File: src/design/assert_macros.svh
// Assertion macros shared by the sequence store modules.
// Needs no other file; the asserting modules include it by name.
`ifndef ASSERT_MACROS_SVH
`define ASSERT_MACROS_SVH
`ifndef NO_ASSERTIONS
// Checked property with reset disable.
`define ISS_ASSERT(lbl, clk, rst_n, prop, msg) \
  lbl: assert property (@(posedge clk) disable iff (!rst_n) prop) else $error(msg);
// Checked property that must also hold while reset is applied.
`define ISS_ASSERT_ALWAYS(lbl, clk, prop, msg) \
  lbl: assert property (@(posedge clk) prop) else $error(msg);
`else
`define ISS_ASSERT(lbl, clk, rst_n, prop, msg)
`define ISS_ASSERT_ALWAYS(lbl, clk, prop, msg)
`endif
`endif

File: src/design/iss_pkg.sv
// Types and constants of the indexed sequence store.
// Has no dependencies; used by the controller, the datapath and the top level.
package iss_pkg;

  localparam int unsigned FUNC_W = 3;
  localparam int unsigned POS_W  = 16;
  localparam int unsigned DATA_W = 32;
  localparam int unsigned LEN_W  = 7;

  localparam logic [FUNC_W-1:0] FN_READ   = 3'd0;
  localparam logic [FUNC_W-1:0] FN_HEAD   = 3'd1;
  localparam logic [FUNC_W-1:0] FN_TAIL   = 3'd2;
  localparam logic [FUNC_W-1:0] FN_AT     = 3'd3;
  localparam logic [FUNC_W-1:0] FN_DELETE = 3'd4;

  typedef struct packed {
    logic [FUNC_W-1:0]        func;
    logic signed [POS_W-1:0]  position;
    logic signed [DATA_W-1:0] item_value;
  } iss_in_t;

  typedef struct packed {
    logic                     found;
    logic signed [DATA_W-1:0] read_value;
    logic [LEN_W-1:0]         length_now;
    logic                     dropped;
  } iss_out_t;

  // What the latched item turns out to be once decoded against the count.
  typedef enum logic [2:0] {
    K_NONE,
    K_READ,
    K_INSERT,
    K_DROP,
    K_DELETE
  } kind_e;

  // Write address source for the entry memory.
  typedef enum logic [2:0] {
    W_NONE,
    W_UP,
    W_UP_LAST,
    W_DN,
    W_DN_LAST,
    W_PUT
  } wsel_e;

  typedef struct packed {
    logic  load;
    logic  ptr_init;
    logic  ptr_step;
    logic  rd_ptr;
    logic  rd_slot;
    wsel_e wsel;
    logic  finish;
  } iss_cmd_t;

  typedef struct packed {
    kind_e kind;
    logic  shift;
    logic  ptr_at_slot;
    logic  ptr_at_last;
  } iss_stat_t;

endpackage

File: src/design/iss_ram.sv
// Generic single write port, single read port RAM with registered read data.
// Has no dependencies.
module iss_ram #(
  parameter int unsigned WIDTH = 32,
  parameter int unsigned DEPTH = 64
) (
  input  logic                     clk_i,
  input  logic                     we_i,
  input  logic [$clog2(DEPTH)-1:0] waddr_i,
  input  logic [WIDTH-1:0]         wdata_i,
  input  logic                     re_i,
  input  logic [$clog2(DEPTH)-1:0] raddr_i,
  output logic [WIDTH-1:0]         rdata_o
);

  logic [WIDTH-1:0] mem_q [DEPTH];
  logic [WIDTH-1:0] rdata_q;

  always_ff @(posedge clk_i) begin
    if (we_i) begin
      mem_q[waddr_i] <= wdata_i;
    end
    if (re_i) begin
      rdata_q <= mem_q[raddr_i];
    end
  end

  assign rdata_o = rdata_q;

endmodule

File: src/design/iss_ctrl.sv
// Controller state machine of the indexed sequence store.
// Depends on iss_pkg and assert_macros.svh; drives the datapath by commands.
`include "assert_macros.svh"
module iss_ctrl import iss_pkg::*; (
  input  logic      clk_i,
  input  logic      rst_ni,
  input  logic      start_i,
  output logic      busy_o,
  output logic      done_o,
  input  iss_stat_t stat_i,
  output iss_cmd_t  cmd_o
);

  typedef enum logic [3:0] {
    ST_IDLE,
    ST_EVAL,
    ST_RD_WAIT,
    ST_UP,
    ST_UP_LAST,
    ST_PUT,
    ST_DN,
    ST_DN_LAST,
    ST_FINISH
  } state_e;

  state_e state_q, state_d;
  logic   pend_q, pend_d;
  logic   busy_q, busy_d;
  logic   done_q, done_d;

  always_comb begin
    cmd_o      = '0;
    cmd_o.wsel = W_NONE;
    state_d    = state_q;
    pend_d     = pend_q;
    busy_d     = busy_q;
    done_d     = 1'b0;
    case (state_q)
      ST_IDLE: begin
        if (start_i && !busy_q) begin
          cmd_o.load = 1'b1;
          busy_d     = 1'b1;
          state_d    = ST_EVAL;
        end
      end
      ST_EVAL: begin
        pend_d = 1'b0;
        case (stat_i.kind)
          K_READ: begin
            cmd_o.rd_slot = 1'b1;
            state_d       = ST_RD_WAIT;
          end
          K_INSERT: begin
            if (stat_i.shift) begin
              cmd_o.ptr_init = 1'b1;
              state_d        = ST_UP;
            end else begin
              state_d = ST_PUT;
            end
          end
          K_DELETE: begin
            if (stat_i.shift) begin
              cmd_o.ptr_init = 1'b1;
              state_d        = ST_DN;
            end else begin
              state_d = ST_FINISH;
            end
          end
          default: begin
            state_d = ST_FINISH;
          end
        endcase
      end
      ST_RD_WAIT: begin
        state_d = ST_FINISH;
      end
      ST_UP: begin
        // Read the entry at the pointer; the one read last cycle moves up one place.
        cmd_o.rd_ptr = 1'b1;
        cmd_o.wsel   = pend_q ? W_UP : W_NONE;
        pend_d       = 1'b1;
        if (stat_i.ptr_at_slot) begin
          state_d = ST_UP_LAST;
        end else begin
          cmd_o.ptr_step = 1'b1;
        end
      end
      ST_UP_LAST: begin
        cmd_o.wsel = W_UP_LAST;
        state_d    = ST_PUT;
      end
      ST_PUT: begin
        cmd_o.wsel = W_PUT;
        state_d    = ST_FINISH;
      end
      ST_DN: begin
        cmd_o.rd_ptr = 1'b1;
        cmd_o.wsel   = pend_q ? W_DN : W_NONE;
        pend_d       = 1'b1;
        if (stat_i.ptr_at_last) begin
          state_d = ST_DN_LAST;
        end else begin
          cmd_o.ptr_step = 1'b1;
        end
      end
      ST_DN_LAST: begin
        cmd_o.wsel = W_DN_LAST;
        state_d    = ST_FINISH;
      end
      ST_FINISH: begin
        cmd_o.finish = 1'b1;
        done_d       = 1'b1;
        busy_d       = 1'b0;
        state_d      = ST_IDLE;
      end
      default: begin
        busy_d  = 1'b0;
        state_d = ST_IDLE;
      end
    endcase
  end

  always_ff @(posedge clk_i or negedge rst_ni) begin
    if (!rst_ni) begin
      state_q <= ST_IDLE;
      pend_q  <= 1'b0;
      busy_q  <= 1'b0;
      done_q  <= 1'b0;
    end else begin
      state_q <= state_d;
      pend_q  <= pend_d;
      busy_q  <= busy_d;
      done_q  <= done_d;
    end
  end

  assign busy_o = busy_q;
  assign done_o = done_q;

  `ISS_ASSERT(a_done_single, clk_i, rst_ni, done_q |=> !done_q, "result strobe held two cycles")
  `ISS_ASSERT_ALWAYS(a_done_idle, clk_i, done_q |-> !busy_q, "result strobe while busy")
  `ISS_ASSERT(a_start_busy, clk_i, rst_ni, (start_i && !busy_q) |=> (busy_q && !done_q),
              "accepted item did not raise busy")

endmodule

File: src/design/iss_dp.sv
// Datapath of the indexed sequence store: item latch, count, pointer, entry RAM.
// Depends on iss_pkg, iss_ram and assert_macros.svh.
`include "assert_macros.svh"
module iss_dp import iss_pkg::*; #(
  parameter int unsigned CAPACITY = 64
) (
  input  logic      clk_i,
  input  logic      rst_ni,
  input  iss_in_t   op_i,
  input  iss_cmd_t  cmd_i,
  output iss_stat_t stat_o,
  output iss_out_t  result_o
);

  localparam int unsigned AW = $clog2(CAPACITY);
  localparam int unsigned CW = $clog2(CAPACITY + 1);
  localparam int unsigned PW = POS_W - 1;

  iss_in_t          op_q;
  iss_out_t         result_q, result_d;
  logic [CW-1:0]    count_q, count_d;
  logic [AW-1:0]    ptr_q, ptr_d;

  logic             pos_neg;
  logic [PW-1:0]    pos_mag;
  logic [PW-1:0]    cnt_ext;
  logic             pos_lt, pos_eq, pos_le0, full;
  kind_e            kind;
  kind_e            ins_kind;
  logic [PW-1:0]    slot_w;
  logic [AW-1:0]    slot;
  logic [AW-1:0]    cnt_last;

  logic             ram_we, ram_re;
  logic [AW-1:0]    ram_waddr, ram_raddr;
  logic [DATA_W-1:0] ram_wdata, ram_rdata;

  // Decode of the latched item against the current count.
  assign pos_neg  = op_q.position[POS_W-1];
  assign pos_mag  = op_q.position[PW-1:0];
  assign cnt_ext  = PW'(count_q);
  assign pos_lt   = !pos_neg && (pos_mag < cnt_ext);
  assign pos_eq   = !pos_neg && (pos_mag == cnt_ext);
  assign pos_le0  = pos_neg || (pos_mag == '0);
  assign full     = (count_q >= CW'(CAPACITY));
  assign ins_kind = full ? K_DROP : K_INSERT;

  always_comb begin
    kind   = K_NONE;
    slot_w = pos_mag;
    case (op_q.func)
      FN_READ: begin
        kind = pos_lt ? K_READ : K_NONE;
      end
      FN_HEAD: begin
        kind   = ins_kind;
        slot_w = '0;
      end
      FN_TAIL: begin
        kind   = ins_kind;
        slot_w = cnt_ext;
      end
      FN_AT: begin
        if (pos_eq) begin
          kind   = ins_kind;
          slot_w = cnt_ext;
        end else if (pos_le0) begin
          kind   = ins_kind;
          slot_w = '0;
        end else if (pos_lt) begin
          kind = ins_kind;
        end
      end
      FN_DELETE: begin
        kind = pos_lt ? K_DELETE : K_NONE;
      end
      default: begin
        kind = K_NONE;
      end
    endcase
  end

  assign slot     = AW'(slot_w);
  assign cnt_last = AW'(count_q - 1'b1);

  always_comb begin
    stat_o.kind        = kind;
    stat_o.shift       = (kind == K_DELETE) ? ((slot_w + 1'b1) != cnt_ext)
                                            : (slot_w != cnt_ext);
    stat_o.ptr_at_slot = (ptr_q == slot);
    stat_o.ptr_at_last = (ptr_q == cnt_last);
  end

  // Pointer walks down from the last entry on insert, up from slot+1 on delete.
  always_comb begin
    ptr_d = ptr_q;
    if (cmd_i.ptr_init) begin
      ptr_d = (kind == K_INSERT) ? cnt_last : AW'(slot + 1'b1);
    end else if (cmd_i.ptr_step) begin
      ptr_d = (kind == K_INSERT) ? AW'(ptr_q - 1'b1) : AW'(ptr_q + 1'b1);
    end
  end

  assign ram_re    = cmd_i.rd_ptr || cmd_i.rd_slot;
  assign ram_raddr = cmd_i.rd_slot ? slot : ptr_q;
  assign ram_we    = (cmd_i.wsel != W_NONE);
  assign ram_wdata = (cmd_i.wsel == W_PUT) ? op_q.item_value : ram_rdata;

  always_comb begin
    case (cmd_i.wsel)
      W_UP:      ram_waddr = AW'(ptr_q + 1'b1 + 1'b1);
      W_UP_LAST: ram_waddr = AW'(ptr_q + 1'b1);
      W_DN:      ram_waddr = AW'(ptr_q - 1'b1 - 1'b1);
      W_DN_LAST: ram_waddr = AW'(ptr_q - 1'b1);
      W_PUT:     ram_waddr = slot;
      default:   ram_waddr = '0;
    endcase
  end

  always_comb begin
    count_d  = count_q;
    result_d = result_q;
    if (cmd_i.finish) begin
      case (kind)
        K_INSERT: count_d = CW'(count_q + 1'b1);
        K_DELETE: count_d = CW'(count_q - 1'b1);
        default:  count_d = count_q;
      endcase
      result_d.found      = (kind == K_READ);
      result_d.read_value = (kind == K_READ) ? ram_rdata : '1;
      result_d.length_now = LEN_W'(count_d);
      result_d.dropped    = (kind == K_DROP);
    end
  end

  iss_ram #(
    .WIDTH(DATA_W),
    .DEPTH(CAPACITY)
  ) u_entries (
    .clk_i  (clk_i),
    .we_i   (ram_we),
    .waddr_i(ram_waddr),
    .wdata_i(ram_wdata),
    .re_i   (ram_re),
    .raddr_i(ram_raddr),
    .rdata_o(ram_rdata)
  );

  always_ff @(posedge clk_i or negedge rst_ni) begin
    if (!rst_ni) begin
      count_q <= '0;
    end else begin
      count_q <= count_d;
    end
  end

  always_ff @(posedge clk_i) begin
    if (cmd_i.load) begin
      op_q <= op_i;
    end
    ptr_q    <= ptr_d;
    result_q <= result_d;
  end

  assign result_o = result_q;

  `ISS_ASSERT(a_count_bound, clk_i, rst_ni, count_q <= CW'(CAPACITY),
              "entry count above capacity")

endmodule

File: src/design/indexed_sequence_store_unit.sv
// Top level of the indexed sequence store: an ordered list of signed 32-bit values.
// Depends on iss_pkg, iss_ctrl, iss_dp (which holds the iss_ram entry memory).
//
// Usage: drive op_i (func, position, item_value) and raise start. The item is
// accepted at a rising edge where start is high and busy is low. Exactly one
// result per item appears on result_o, flagged by done_o for a single cycle;
// the receiver cannot stall it, so it must take the result in that cycle.
// The strobe cycle has busy low, so the next item may be accepted at its end.
//
// Each item passes an evaluate state and a finish state; a read waits for the
// registered RAM read between them, an insert writes the new value in a put
// state, and an insert or delete that moves entries first walks them in turn.
// Busy stays high from an accept until the strobe, so items never overlap.
// The entries live in a RAM with one write port and a registered read port,
// so an insert or delete moves one entry per cycle through that port: the
// worst case is an insert at the head of a nearly full list.
// Reset clears the count and the controller; the entry RAM is not cleared,
// since only positions below the count are ever read.
module indexed_sequence_store_unit import iss_pkg::*; #(
  parameter int unsigned CAPACITY = 64
) (
  input  logic     clk_i,
  input  logic     rst_ni,
  input  logic     start,
  output logic     busy,
  input  iss_in_t  op_i,
  output logic     done_o,
  output iss_out_t result_o
);

  // Commands from the controller and decode status back from the datapath.
  iss_cmd_t  cmd;
  iss_stat_t stat;

  iss_ctrl u_ctrl (
    .clk_i  (clk_i),
    .rst_ni (rst_ni),
    .start_i(start),
    .busy_o (busy),
    .done_o (done_o),
    .stat_i (stat),
    .cmd_o  (cmd)
  );

  iss_dp #(
    .CAPACITY(CAPACITY)
  ) u_dp (
    .clk_i   (clk_i),
    .rst_ni  (rst_ni),
    .op_i    (op_i),
    .cmd_i   (cmd),
    .stat_o  (stat),
    .result_o(result_o)
  );

endmodule
File: config.mk
export PLATFORM = sky130hd
export DESIGN_NAME = indexed_sequence_store_unit
export DESIGN_NICKNAME = d
export VERILOG_FILES = /design/src/design/iss_pkg.sv /design/src/design/iss_ram.sv /design/src/design/iss_ctrl.sv /design/src/design/iss_dp.sv /design/src/design/indexed_sequence_store_unit.sv
export VERILOG_INCLUDE_DIRS = /design/src /design/src/design
export SDC_FILE = /design/constraint.sdc
export NUM_CORES = 2
export LEC_CHECK = 0
export BUFFER_PORTS_ARGS = -buffer_cell sky130_fd_sc_hd__buf_2
export CAP_MARGIN = 0
export CORE_UTILIZATION = 45
export CTS_BUF_LIST = sky130_fd_sc_hd__clkbuf_16
export DETAILED_ROUTE_END_ITERATION = 8
export SYNTH_ARGS = -nofsm -noshare
export SYNTH_HDL_FRONTEND = slang
export SYNTH_HIERARCHICAL = 1
export SYNTH_SLANG_ARGS = --single-unit
File: constraint.sdc
create_clock -name clk_i -period 11.31 [get_ports clk_i]
set_input_delay 1.131 -clock clk_i [delete_from_list [all_inputs] [get_ports clk_i]]
set_output_delay 1.131 -clock clk_i [all_outputs]
set_load 0.01 [all_outputs]
==> qor.yml <==
worst_setup_path:
  path_class: "flop to flop"
  startpoint: "u_dp/count_q[2]$_DFFE_PN0P_"
  start_kind: "flop"
  worstPathArrival_ps: 8090
  ff2ff_path_depth: 19
  path_max_fanout: 96
  reg2reg_from: "u_dp/count_q[2]$_DFFE_PN0P_"
  required_ps: 11860
  cp-end-kind: "flop"
clocking:
  cts-root-buf: "clkbuf_16"
  ctsResizeCount: 0
  cts_tree: "built"
  cts_hold_buf: 0
  cts.htree.levels: 4
  clock_insertion_delay_worst_skew_ps: 850
  numCtsBuffers: 218
  cts.path.max_buffers: 3
  postCtsSetupBuffers: 0
  cts.sinks: 2192
  clk_pin_slew_ps: 60
timing:
  relSlewSlack_pct: 9.14
  fin_crit_sh_pct: 66.7
  setup_tns_ps: 0
  finalSetupViolations: 0
  drv_slew: 0
  rsz0062_at_grt: "no"
  fin_skew_ps: 25.0
  timing.fmax_mhz: 133
  worst_pin_slew_ps: 1360
  worst_slack_ps: 3770
  whs_ps: 205
  hold_viol: 0
  layout_min_cycle_time_ps: 7540
synthesis:
  synth_edf_count: 2178
  synthDistinctLibCells: 81
  ys_seq_area_share_pct: 77.1
  synth_cells: 3880
  synth_nets: 3949
  synth-async-reset-ratio_pct: 0.639
  ys_ff_latch: 2192
  ys.flop_type: "edfxtp_1"
  avgSynthCellArea_sq_um: 22.0
  synth_area_sq_mm: 0.0852
  yosys_warnings: 6
global_routing:
  use_met2_pct: 36.4
  met1_usage_pct: 32.6
  grt_use_total_pct: 23.1
  grt.overflow.total: 0
  grt_pass1_wl_um: 311000
  grt_util_met3_pct: 4.57
  grt_pass1_vias: 41298
  grt_max_degree: 108
  grt-busiest-layer: "met2"
  antenna_found_initial: 10
cells_and_area:
  final_layout_size_suffix_gt1_share_pct: 27.5
  area_growth_pct: 12.8
  final_nets: 4174
  layout_common_cells: "2178 x edfxtp_1, 547 x mux4_2, 222 x clkbuf_16, 115 x buf_4, 109 x nor2_1"
  final_common_cell: "edfxtp_1"
  n_fill_cell: 14665
power_and_ir_drop:
  power_per_cell_area_mw_per_mm2: 195
  p_total_w: 0.0188
  ir_drop_v: 0.000172
  total_leakage_power_nw: 30.0
floorplan:
  row_count: 159
  io_pins: 97
  start_util_pct: 45.3
  die-area_sq_mm: 0.191
  fp.dieH_um: 437
  fp.coreArea_sq_mm: 0.188
  die_w_um: 437
drt:
  wl_um: 220000
  viasPerCell: 6.12
  num_vias: 41528
  drt_iter0_drc: 4898
  first_pass_iters: 8
  drc_errors: 22
  routedWlPerCell_um: 32.5
  ant_nets: 0
outcome:
  status: "finished, violations left"
  violations: "DRC"
place:
  place_ws_ps: 3740
  io_buffers: 96
  hpwl_um: 118000
  routabilityCongestion: 0.817
min_path:
  hold_class: "input port to asynchronous set/reset pin"
job:
  max-cap-violations: 0
-- final timing paths --
path | end | slack [ps]
max in group asynchronous | u_dp/count_q[2]$_DFFE_PN0P_ | 10810
min reg2reg | u_ctrl/busy_o$_DFFE_PN0P_ | 490
min in group clk_i | u_dp/op_q[27]$_DFFE_PP_ | 450
min | u_ctrl/done_o$_DFF_PN0_ | 200
max | u_dp/u_entries/rdata_o[22]$_DFFE_PP_ | 3770
max reg2reg | u_dp/u_entries/rdata_o[22]$_DFFE_PP_ | 3770
-- area by class of cell --
| cell class | instances | area [sq um] | share of cell area, % |
|---|---|---|---|
| well taps | 2495 | 3120 | 3.25 |
| flip-flops and latches | 2192 | 65800 | 68.4 |
| inverters | 23 | 91.3 | 0.0950 |
| clock buffers | 222 | 5560 | 5.78 |
| repair buffers | 220 | 1520 | 1.58 |
| multi-input cells | 1450 | 18900 | 19.7 |
| diodes | 5 | 12.5 | 0.0130 |
| clock inverters | 180 | 1200 | 1.25 |
-- cell families after synthesis --
family | share of synthesized area [%]
AOI/OAI and AO/OA | 2.48
xor gates and xnor gates | 0.493
adders and majority gates | 0.220
buffers and inverters | 1.32
DFF | 77.1
muxes | 16.0
and+or+nand+nor | 2.30
-- worst max-delay path, stage by stage (launching register included) --
cell and delay (ps):
dfrtp_1 610, inv_1 170, ha_1 330, nand4_1 200, o221a_2 320, o211a_1 280
nand2_2 90, buf_4 420, nor2_1 110, or2_2 360, nand2b_1 160, nor3_2 50
buf_4 230, a21oi_4 630, buf_4 470, buf_12 500, mux4_2 620, mux4_2 490
o22ai_1 790, nor2_1 120
-- state kept, by name, summed over array words and instances, names as in the netlist --
name and cells:
u_dp/u_entries/mem_q 2048, u_dp/op_q 51, u_dp/result_o 41, u_dp/u_entries/rdata_o 32, u_dp/count_q 7, u_dp/ptr_q 6
u_ctrl/state_q 4, u_ctrl/busy_o 1, u_ctrl/done_o 1, u_ctrl/pend_q 1
-- synthesized netlist by cell type, types with 16 or more instances --
| master | instances | area (sq um) |
|---|---|---|
| a21oi_1 | 86 | 430 |
| edfxtp_1 | 2178 | 65400 |
| mux2_2 | 34 | 383 |
| buf_1 | 22 | 82.6 |
| nor2b_1 | 18 | 113 |
| a22oi_1 | 21 | 158 |
| inv_1 | 18 | 67.6 |
| nor3_1 | 16 | 80.1 |
| xor2_1 | 16 | 140 |
| buf_2 | 59 | 295 |
| o221ai_1 | 29 | 254 |
| o21ai_0 | 18 | 90.1 |
| mux2i_1 | 97 | 971 |
| xnor2_1 | 32 | 280 |
| nand2_1 | 52 | 195 |
| mux4_2 | 547 | 12300 |
| clkbuf_1 | 100 | 375 |
| o22ai_1 | 92 | 576 |
| nand3_1 | 17 | 85.1 |
| or3_1 | 38 | 238 |
| nor2_1 | 171 | 642 |
| nand2b_1 | 18 | 113 |
| buf_4 | 27 | 203 |
-- routing by layer --
metal | vias up | part of all wire, %
li1 | 16857 | -
met2 | 1790 | 48
met4 | 0 | 3.0
met1 | 22547 | 41
met3 | 334 | 8.1
met5 | - | 0
-- through the flow --
step                instance area (sq um)  instances  util [%]
finish                              96200       6787      51.2
global route                        96200       6784      51.2
CTS                                 96200       6782      51.1
detailed placement                  89400       6380      47.6
global placement                    89400       6380      47.6
floorplan                           85200       3880         -
-- power breakdown --
part / leakage [nW] / switching (W) / internal, W
Combinational: 6.76 / 0.00162 / 0.00108
Sequential: 19.7 / 0.000118 / 0.00912
Clock: 3.54 / 0.00301 / 0.00383
No activity file was read; power rests on OpenSTA's default activity.
